### src/hdl/tsc_pkg.sv
package tsc_pkg;

   localparam int TILE_W = 10;
   localparam int ID_W   = 16;
   localparam int OP_W   = 2;

   localparam logic [ID_W-1:0]   FREE_ID        = 16'hFFFF;
   localparam logic [TILE_W-1:0] TILE_END_RESET = 10'd1023;

   typedef enum logic [OP_W-1:0] {
      OP_GET     = 2'd0,
      OP_RELEASE = 2'd1,
      OP_CLEAR   = 2'd2
   } op_type;

   typedef struct packed {
      logic capture;
      logic compare;
      logic encode;
      logic apply;
   } cmd_type;

endpackage

### src/hdl/tsc_ctrl.sv
module tsc_ctrl (
   input  logic             clock,
   input  logic             reset,
   input  logic             req_valid,
   output logic             req_ready,
   output logic             rsp_valid,
   input  logic             rsp_ready,
   output tsc_pkg::cmd_type cmd
);

   typedef enum logic [1:0] {
      ST_IDLE,
      ST_MATCH,
      ST_PICK,
      ST_APPLY
   } state_type;

   state_type state_ff;
   logic      rsp_valid_ff;
   logic      out_free;

   // the result register may be refilled in the cycle it is taken
   assign out_free  = !rsp_valid_ff || rsp_ready;
   assign req_ready = (state_ff == ST_IDLE);
   assign rsp_valid = rsp_valid_ff;

   always_comb begin
      cmd.capture = (state_ff == ST_IDLE) && req_valid;
      cmd.compare = (state_ff == ST_MATCH);
      cmd.encode  = (state_ff == ST_PICK);
      cmd.apply   = (state_ff == ST_APPLY) && out_free;
   end

   always_ff @(posedge clock) begin
      if (reset) begin
         state_ff     <= ST_IDLE;
         rsp_valid_ff <= 1'b0;
      end else begin
         // load a new result, or hold one that is not taken yet
         rsp_valid_ff <= ((state_ff == ST_APPLY) && out_free) ||
                         (rsp_valid_ff && !rsp_ready);
         unique case (state_ff)
            ST_IDLE: begin
               if (req_valid) begin
                  state_ff <= ST_MATCH;
               end
            end
            ST_MATCH: begin
               state_ff <= ST_PICK;
            end
            ST_PICK: begin
               state_ff <= ST_APPLY;
            end
            ST_APPLY: begin
               // hold until the previous result is gone
               if (out_free) begin
                  state_ff <= ST_IDLE;
               end
            end
            default: begin
               state_ff <= ST_IDLE;
            end
         endcase
      end
   end

endmodule

### src/hdl/tsc_datapath.sv
module tsc_datapath #(
   parameter int SLOTS = 32
) (
   input  logic                       clock,
   input  logic                       reset,
   input  tsc_pkg::cmd_type           cmd,
   input  logic [tsc_pkg::OP_W-1:0]   req_op,
   input  logic [tsc_pkg::ID_W-1:0]   req_icon_id,
   input  logic                       csr_we,
   input  logic [tsc_pkg::TILE_W-1:0] csr_wdata,
   output logic [tsc_pkg::TILE_W-1:0] rsp_tile,
   output logic                       rsp_hit,
   output logic                       rsp_load_needed,
   output logic                       rsp_full_res
);

   localparam int IDX_W = (SLOTS > 1) ? $clog2(SLOTS) : 1;
   localparam int SN_W  = $clog2(SLOTS + 1);

   logic [tsc_pkg::ID_W-1:0]   slot_id_ff [SLOTS];
   logic [SLOTS-1:0]           slot_valid_ff;
   logic [tsc_pkg::TILE_W-1:0] tile_end_ff;

   logic [tsc_pkg::OP_W-1:0]   op_ff;
   logic [tsc_pkg::ID_W-1:0]   id_ff;

   logic [SLOTS-1:0]           match_ff, match_in;
   logic                       hit_any_ff, free_any_ff;
   logic [IDX_W-1:0]           hit_idx_ff, hit_idx_in;
   logic [IDX_W-1:0]           free_idx_ff, free_idx_in;

   logic [tsc_pkg::TILE_W-1:0] tile_ff, tile_in;
   logic                       hit_ff, hit_in;
   logic                       load_ff, load_in;
   logic                       full_ff, full_in;
   logic                       claim, release_slot, clear_all;

   function automatic logic [tsc_pkg::TILE_W-1:0] slot_tile(
      input logic [tsc_pkg::TILE_W-1:0] tile_end,
      input logic [IDX_W-1:0]           idx
   );
      logic [SN_W-1:0] num;
      num = SN_W'(idx) + SN_W'(1);
      return tile_end - tsc_pkg::TILE_W'({num, 2'b00});
   endfunction

   always_comb begin
      for (int i = 0; i < SLOTS; i++) begin
         match_in[i] = slot_valid_ff[i] && (slot_id_ff[i] == id_ff);
      end
   end

   // lowest set bit wins
   always_comb begin
      hit_idx_in  = '0;
      free_idx_in = '0;
      for (int i = SLOTS - 1; i >= 0; i--) begin
         if (match_ff[i]) begin
            hit_idx_in = IDX_W'(i);
         end
         if (!slot_valid_ff[i]) begin
            free_idx_in = IDX_W'(i);
         end
      end
   end

   always_comb begin
      tile_in      = '0;
      hit_in       = 1'b0;
      load_in      = 1'b0;
      full_in      = 1'b0;
      claim        = 1'b0;
      release_slot = 1'b0;
      clear_all    = 1'b0;
      case (op_ff)
         tsc_pkg::OP_GET: begin
            if (id_ff != tsc_pkg::FREE_ID) begin
               if (hit_any_ff) begin
                  tile_in = slot_tile(tile_end_ff, hit_idx_ff);
                  hit_in  = 1'b1;
               end else if (free_any_ff) begin
                  tile_in = slot_tile(tile_end_ff, free_idx_ff);
                  load_in = 1'b1;
                  claim   = 1'b1;
               end else begin
                  tile_in = tile_end_ff;
                  full_in = 1'b1;
               end
            end
         end
         tsc_pkg::OP_RELEASE: begin
            if (id_ff != tsc_pkg::FREE_ID && hit_any_ff) begin
               hit_in       = 1'b1;
               release_slot = 1'b1;
            end
         end
         tsc_pkg::OP_CLEAR: begin
            clear_all = 1'b1;
         end
         default: begin
         end
      endcase
   end

   always_ff @(posedge clock) begin
      if (reset) begin
         tile_end_ff   <= tsc_pkg::TILE_END_RESET;
         slot_valid_ff <= '0;
      end else begin
         if (csr_we) begin
            tile_end_ff <= csr_wdata;
         end
         if (cmd.apply) begin
            if (clear_all) begin
               slot_valid_ff <= '0;
            end else if (claim) begin
               slot_valid_ff[free_idx_ff] <= 1'b1;
            end else if (release_slot) begin
               slot_valid_ff[hit_idx_ff] <= 1'b0;
            end
         end
      end
   end

   always_ff @(posedge clock) begin
      if (cmd.capture) begin
         op_ff <= req_op;
         id_ff <= req_icon_id;
      end
      if (cmd.compare) begin
         match_ff <= match_in;
      end
      if (cmd.encode) begin
         hit_any_ff  <= |match_ff;
         free_any_ff <= ~&slot_valid_ff;
         hit_idx_ff  <= hit_idx_in;
         free_idx_ff <= free_idx_in;
      end
      if (cmd.apply) begin
         if (claim) begin
            slot_id_ff[free_idx_ff] <= id_ff;
         end
         tile_ff <= tile_in;
         hit_ff  <= hit_in;
         load_ff <= load_in;
         full_ff <= full_in;
      end
   end

   assign rsp_tile        = tile_ff;
   assign rsp_hit         = hit_ff;
   assign rsp_load_needed = load_ff;
   assign rsp_full_res    = full_ff;

endmodule

### src/hdl/tile_slot_cache.sv
// Sequence: after the capture edge a request passes the compare, encode and apply
// states; rsp_valid rises at the apply edge, held off while the old result waits.
// Intake: a request is taken only in idle, once the last one has been applied; the
// next item is taken while a finished result still waits in the output register.
// Reset: synchronous, active high; all slots free, tile_end = 1023, no result pending.
module tile_slot_cache #(
   parameter int SLOTS = 32
) (
   input  logic                       clock,
   input  logic                       reset,
   input  logic                       req_valid,
   output logic                       req_ready,
   input  logic [tsc_pkg::OP_W-1:0]   req_op,
   input  logic [tsc_pkg::ID_W-1:0]   req_icon_id,
   output logic                       rsp_valid,
   input  logic                       rsp_ready,
   output logic [tsc_pkg::TILE_W-1:0] rsp_tile,
   output logic                       rsp_hit,
   output logic                       rsp_load_needed,
   output logic                       rsp_full_res,
   input  logic                       csr_we,
   input  logic [tsc_pkg::TILE_W-1:0] csr_wdata
);

   tsc_pkg::cmd_type cmd;

   tsc_ctrl u_ctrl (
      .clock     (clock),
      .reset     (reset),
      .req_valid (req_valid),
      .req_ready (req_ready),
      .rsp_valid (rsp_valid),
      .rsp_ready (rsp_ready),
      .cmd       (cmd)
   );

   tsc_datapath #(
      .SLOTS (SLOTS)
   ) u_datapath (
      .clock           (clock),
      .reset           (reset),
      .cmd             (cmd),
      .req_op          (req_op),
      .req_icon_id     (req_icon_id),
      .csr_we          (csr_we),
      .csr_wdata       (csr_wdata),
      .rsp_tile        (rsp_tile),
      .rsp_hit         (rsp_hit),
      .rsp_load_needed (rsp_load_needed),
      .rsp_full_res    (rsp_full_res)
   );

endmodule
### config.mk
export PLATFORM = sky130hd
export DESIGN_NAME = tile_slot_cache
export DESIGN_NICKNAME = d
export VERILOG_FILES = /design/src/hdl/tsc_pkg.sv /design/src/hdl/tsc_ctrl.sv /design/src/hdl/tsc_datapath.sv /design/src/hdl/tile_slot_cache.sv
export SDC_FILE = /design/constraint.sdc
export NUM_CORES = 1
export LEC_CHECK = 0
export CAP_MARGIN = 20
export CORE_UTILIZATION = 57
export DETAILED_ROUTE_END_ITERATION = 12
export DONT_BUFFER_PORTS = 1
export PLACE_DENSITY = 0.83
export RECOVER_POWER = 25
export SETUP_SLACK_MARGIN = 0.05
export SYNTH_ARGS = -nofsm -noshare
export SYNTH_HDL_FRONTEND = slang
export SYNTH_SLANG_ARGS = --single-unit
### constraint.sdc
create_clock -name clock -period 3 [get_ports clock]
set_clock_uncertainty 0.05 [all_clocks]
set_input_delay 0.15 -clock clock [delete_from_list [all_inputs] [get_ports clock]]
set_output_delay 0.15 -clock clock [all_outputs]
set_load 0.01 [all_outputs]
==> metrics, run 1 <==
number of nets in the layout=2061; VDD IR max=between 500 and 600 uV; GPL Wtd Cong=roughly 0.95; Post-synth EDFFs=just under 600; routed vias/inst=roughly 6.0; yosys warns=0; Syn-to-layout area delta=12.6%; row count=80; Setup Viol. Count Final=0; initial antenna violation count=1; final wirelength=~64000 um; worst-skew pair later-pin latency=roughly 640 ps; status=completed; Setup Crit Path Kind=flop to flop; most common cell after layout, fill and taps aside=edfxtp_1; post-layout util=0.649; GR peak layer=met2; grt met3 use=0.0424; Worst-Margin Slew=roughly 1000 ps; Initial Util=0.576; H-tree depth=2; vias in the first global route=around 16000; Max Slew Vio Count=0; Hold WS=~50 ps; clock sinks=between 600 and 700; Yosys reg bits=632; IO Count=48; clk root buf=clkbuf_16; Main synth FF type=edfxtp_1; Die Area=between 40000 and 50000 um2; number of distinct library cells after synthesis=just under 60; Syn Area/Cell=roughly 14 um2; crit-path max FO=61; final hold vios=0; die height=approximately 220 um; PortBufs=0; CP arrival=around 3300 ps; Net Count, Synth=1963; LEAKAGE=9.76 nW; final period utilization=0.974; Mapped Area=between 20000 and 30000 um2; number of max-cap violations=0; RSZ-0062 raised after global routing=false; ANT cells=0; TritonRoute pass-1 iters=5; deepest clock path buffer count=3; most frequent cells in the layout=edfxtp_1, xnor2_1, xor2_1; Die W=around 220 um; Routed Antenna Nets=0; pwr dens=731 nW/um2; Core Area=around 48000 um2; GRT met2 Usage=0.426; met1 Use GR=0.356; largest net degree at the start of global routing=between 60 and 70; TritonCTS clock tree=done; first-pass GRT wire length=between 90000 and 100000 um; Clock transition at path regs=roughly 60 ps; DR iter-0 viols=about 1600; layout cells sized above 1=0.0983; Avg WL per Cell=between 20 and 25 um; grt ovf=0; Startpoint Class=flop; gr usage total=0.261; fmax=around 0.34 GHz; Worst EP required=about 3300 ps; crit end category=flop; design area=between 30000 and 40000 um2; drc violations=0; Pwr Total=roughly 23 mW; TritonCTS Buffers=60; postcts setup bufs=0; Seq/Total Area, Yosys=0.675; Post-synth ARST share=0; Final Critical Period=about 3000 ps; Hold Crit Class=input pin to flop; Final Non-Filler Cells=about 2700; hpwl dp=about 39000 um; placed cell area=28400 um2; Syn Inst Count=between 1500 and 2000; Via Count=between 15000 and 20000; worst rel slew slack=0.321; DP Cell Count=around 2500
## synth_stat cells (3+ instances only)
| cell type | instances | area [um2] |
|---|---|---|
| buf_1 | 35 | 131 |
| nand2_1 | 68 | 255 |
| o21ai_0 | 48 | 240 |
| nor4_1 | 76 | 475 |
| a211oi_2 | 10 | 125 |
| mux2i_1 | 10 | 100 |
| nor3b_1 | 3 | 22.5 |
| and3_1 | 6 | 37.5 |
| or2_2 | 4 | 25.0 |
| inv_1 | 29 | 109 |
| o21ai_1 | 3 | 15.0 |
| or3_1 | 6 | 37.5 |
| nor2_1 | 76 | 285 |
| nor2b_1 | 5 | 31.3 |
| nand3b_1 | 8 | 60.1 |
| dfxtp_1 | 45 | 901 |
| nor3_1 | 21 | 105 |
| and2_1 | 4 | 25.0 |
| edfxtp_1 | 587 | 17600 |
| buf_2 | 25 | 125 |
| o211ai_1 | 7 | 52.6 |
| xnor2_1 | 317 | 2780 |
| buf_4 | 6 | 45.0 |
| ha_1 | 24 | 300 |
| a211oi_1 | 32 | 240 |
| a21oi_1 | 56 | 280 |
| a31oi_1 | 3 | 18.8 |
| o21a_1 | 3 | 22.5 |
| nand3_1 | 19 | 95.1 |
| xor2_1 | 207 | 1810 |
| clkbuf_1 | 23 | 86.3 |
| a221oi_1 | 4 | 35.0 |
| nand4_1 | 96 | 601 |
| or3b_2 | 3 | 26.3 |
## flip-flops by register name, summed over array words and instances, names as in the netlist, 5 cells and up
signal / cells
u_datapath.free_idx_ff: 5
u_datapath.hit_idx_ff: 5
u_datapath.id_ff: 16
u_datapath.match_ff: 32
u_datapath.rsp_tile: 10
u_datapath.slot_id_ff: 512
u_datapath.slot_valid_ff: 32
u_datapath.tile_end_ff: 10
## timing repair
item,CTS,global route
hold buffers,39,0
setup endpoints to repair,32,1
hold endpoints to repair,63,0
gates resized for setup,2,1
## worst max-delay path, stage by stage (launching register included)
cell      delay (ps)
edfxtp_1         350
clkbuf_1         390
buf_4            800
xor2_1           140
nor4_1           350
nand4_1          140
nor4_1           410
## metal layers
metal	vias to the layer above	share of wire
met3	121	0.077
met4	2	0.032
li1	7181	-
met1	8050	0.41
met2	733	0.48
met5	-	0.00020
## cells by family after synthesis
logic type / count (synthesis) / share of synthesized area
XOR/XNOR: 524 / 0.167
multiplexers: 11 / 0.00406
buffers and inverters: 122 / 0.0191
AO/OA/AOI/OAI: 186 / 0.0436
flip-flops: 632 / 0.675
adder cells (fa/ha/maj): 26 / 0.0124
AND/OR/NAND/NOR: 403 / 0.0782
## report_power, final
group | internal [mW] | total (mW) | leakage [nW] | switching, mW
combinational | 1.50 | 4.49 | 3.14 | 2.99
sequential | 10.4 | 10.7 | 5.67 | 0.314
clock | 4.13 | 7.40 | 0.943 | 3.28
## through the flow
step / TNS (ps) / setup WS [ps]
after global placement: 0 / 126
after global routing: 0 / 59.7
after floorplan: -30760 / -64.6
after detailed placement: -46.6 / -3.32
final: 0 / 77.7
after CTS: 0 / 62.5
## worst paths after layout
kind | start | end | slack [ps] | cells after the start
hold reg to reg | u_datapath.tile_end_ff[1]$_SDFFE_PP1P_ | u_datapath.tile_end_ff[1]$_SDFFE_PP1P_ | 460 | 2
setup / recovery | u_datapath.id_ff[1]$_DFFE_PP_ | u_datapath.match_ff[19]$_DFFE_PN_ | 80 | 6
setup reg to reg | u_datapath.id_ff[1]$_DFFE_PP_ | u_datapath.match_ff[19]$_DFFE_PN_ | 80 | 6
hold / removal | req_valid | u_datapath.op_ff[1]$_DFFE_PP_ | 50 | 2
## final cells by class
class,count,area (um2)
Inverter,32,125
Multi-Input combinational cell,1150,8400
Tap cell,615,769
Fill cell,3243,16700
Clock buffer,70,1540
Sequential cell,632,18500
Timing Repair Buffer,126,1160
Clock inverter,44,393
No activity file was read; power rests on OpenSTA's default activity.
==> inputs of run 2 (changes only) <==
Settings changed: CORE_UTILIZATION 57 to 64, PLACE_DENSITY 0.83 to 0.88.
Clock period 3 ns to 3.1 ns, I/O delays scaled along.
==> metrics, run 2 (synthesis gave the netlist of run 1 again) <==
status=completed; fmax=0.335 GHz; Clock transition at path regs=around 60 ps; Startpoint Class=flop; reg2reg setup slack=110 ps; vias in the first global route=roughly 16000; H-tree depth=2; layout cells sized above 1=0.0978; number of nets in the layout=~2000; Worst-Margin Slew=about 1000 ps; CP startpoint=u_datapath.id_ff[9]$_DFFE_PP_; VDD IR max=698 uV; TritonRoute pass-1 iters=8; Max Slew Vio Count=0; PortBufs=0; GRT met2 Usage=0.493; hpwl dp=between 30000 and 40000 um; Setup Viol. Count Final=0; Final Critical Period=~3000 ps; fill cell count=2484; final wirelength=~65000 um; IO Count=48; Initial Util=0.651; post-layout util=0.729; Setup Crit Path Kind=flop to flop; routed vias/inst=roughly 6.4; final period utilization=0.964; DR iter-0 viols=around 1800; RSZ-0062 raised after global routing=true; most frequent cells in the layout=edfxtp_1, xnor2_1, xor2_1; clock sinks=632; Pwr Total=between 20 and 25 mW; worst hold start=req_valid; drc violations=0; grt met3 use=0.0424; met1 Use GR=0.406; Die W=around 210 um; most common cell after layout, fill and taps aside=edfxtp_1; crit-path max FO=16; FF-to-FF Start=u_datapath.id_ff[9]$_DFFE_PP_; Worst EP required=approximately 3300 ps; Largest Register=u_datapath.slot_id_ff; CP arrival=3170 ps; Die Area=43700 um2; grt ovf=0; clk root buf=clkbuf_16; WHS Endpoint=u_datapath.op_ff[0]$_DFFE_PP_; deepest clock path buffer count=3; Avg WL per Cell=approximately 25 um; Syn-to-layout area delta=12.0%; Core Area=42100 um2; Routed Antenna Nets=0; GPL Wtd Cong=~0.94; TritonCTS clock tree=done; Hold WS=roughly 90 ps; hold depth=2; Largest register FFs=about 500; worst-skew pair later-pin latency=~620 ps; worst rel slew slack=0.335; Via Count=16200; pre-CTS WS=-96.7 ps; TritonCTS Buffers=60; Hold Crit Class=input pin to flop; LEAKAGE=slightly below 10 nW; R2R Path End=u_datapath.slot_id_ff[18][11]$_DFFE_PP_; first-pass GRT wire length=97300 um; final worst slack=between 100 and 150 ps; crit end category=flop; top flop regs=u_datapath.slot_id_ff x512, u_datapath.match_ff x32, u_datapath.slot_valid_ff x32; initial antenna violation count=0; row count=75; GR peak layer=met2; gr usage total=0.300; ANT cells=0; number of max-cap violations=0; largest net degree at the start of global routing=65; pwr dens=roughly 720 nW/um2; R2R depth=7; final hold vios=0; die height=between 200 and 250 um
## run 2: cell types whose count changed in the layout (fill, tap and decap cells not counted), sizes merged, moves of 3 or more
cell / delta
dlygate4sd3: -5
buf: -29
clkinvlp: +3
clkinv: -11
## run 2: area by class of cell
cell class | instances | area (um2) | area share
Inverter | 32 | 125 | 0.00407
Sequential cell | 632 | 18500 | 0.603
Clock inverter | 38 | 384 | 0.0125
Multi-Input combinational cell | 1150 | 8480 | 0.276
Timing Repair Buffer | 89 | 892 | 0.0290
Clock buffer | 74 | 1640 | 0.0533
Tap cell | 539 | 674 | 0.0220
## run 2: repair_timing
action                                  4_1_cts  5_1_grt
endpoints found under the hold margin        63        0
resized for setup                            27        6
endpoints found under the setup margin      432       52
hold buffers                                 34        0
setup buffers                                 0        0
## run 2: worst max-delay path: stages, from the launching register on
cell	delay [ps]
edfxtp_1	420
nand4_1	290
nor4_2	160
or4_1	580
inv_6	140
nand3_1	110
buf_4	230
nor2_2	620
## run 2: report_power, final
part / internal [mW] / total, mW / switching, mW / leakage, nW
clock network: 4.28 / 7.49 / 3.22 / 0.967
logic: 1.45 / 4.38 / 2.93 / 2.97
registers: 10.0 / 10.3 / 0.306 / 5.67
total: 15.8 / 22.2 / 6.46 / 9.60
## run 2: how the worst max path moves through the flow
stage	slack [ps]	depth (start not counted)	end
global route	40	7	u_datapath.slot_id_ff[10][5]$_DFFE_PP_
finish	110	7	u_datapath.slot_id_ff[18][11]$_DFFE_PP_
CTS	180	7	u_datapath.slot_id_ff[6][11]$_DFFE_PP_
global placement	30	7	u_datapath.slot_id_ff[6][15]$_DFFE_PP_
floorplan	40	8	u_datapath.slot_id_ff[26][0]$_DFFE_PP_
detailed placement	-100	7	u_datapath.slot_id_ff[6][0]$_DFFE_PP_
## run 2: per-layer routing
| metal | up-vias | part of all wire |
|---|---|---|
| met2 | 892 | 0.49 |
| met5 | - | 0 |
| li1 | 7102 | - |
| met4 | 0 | 0.034 |
| met1 | 8098 | 0.39 |
| met3 | 156 | 0.089 |
## run 2: metrics by stage
stage	std cells	TNS (ps)	area, um2
6_report	2554	0	30700
5_1_grt	2554	0	30700
4_1_cts	2554	0	30700
3_5_place_dp	2408	-12550	28300
3_3_place_gp	2408	0	28300
2_1_floorplan	1904	0	27400
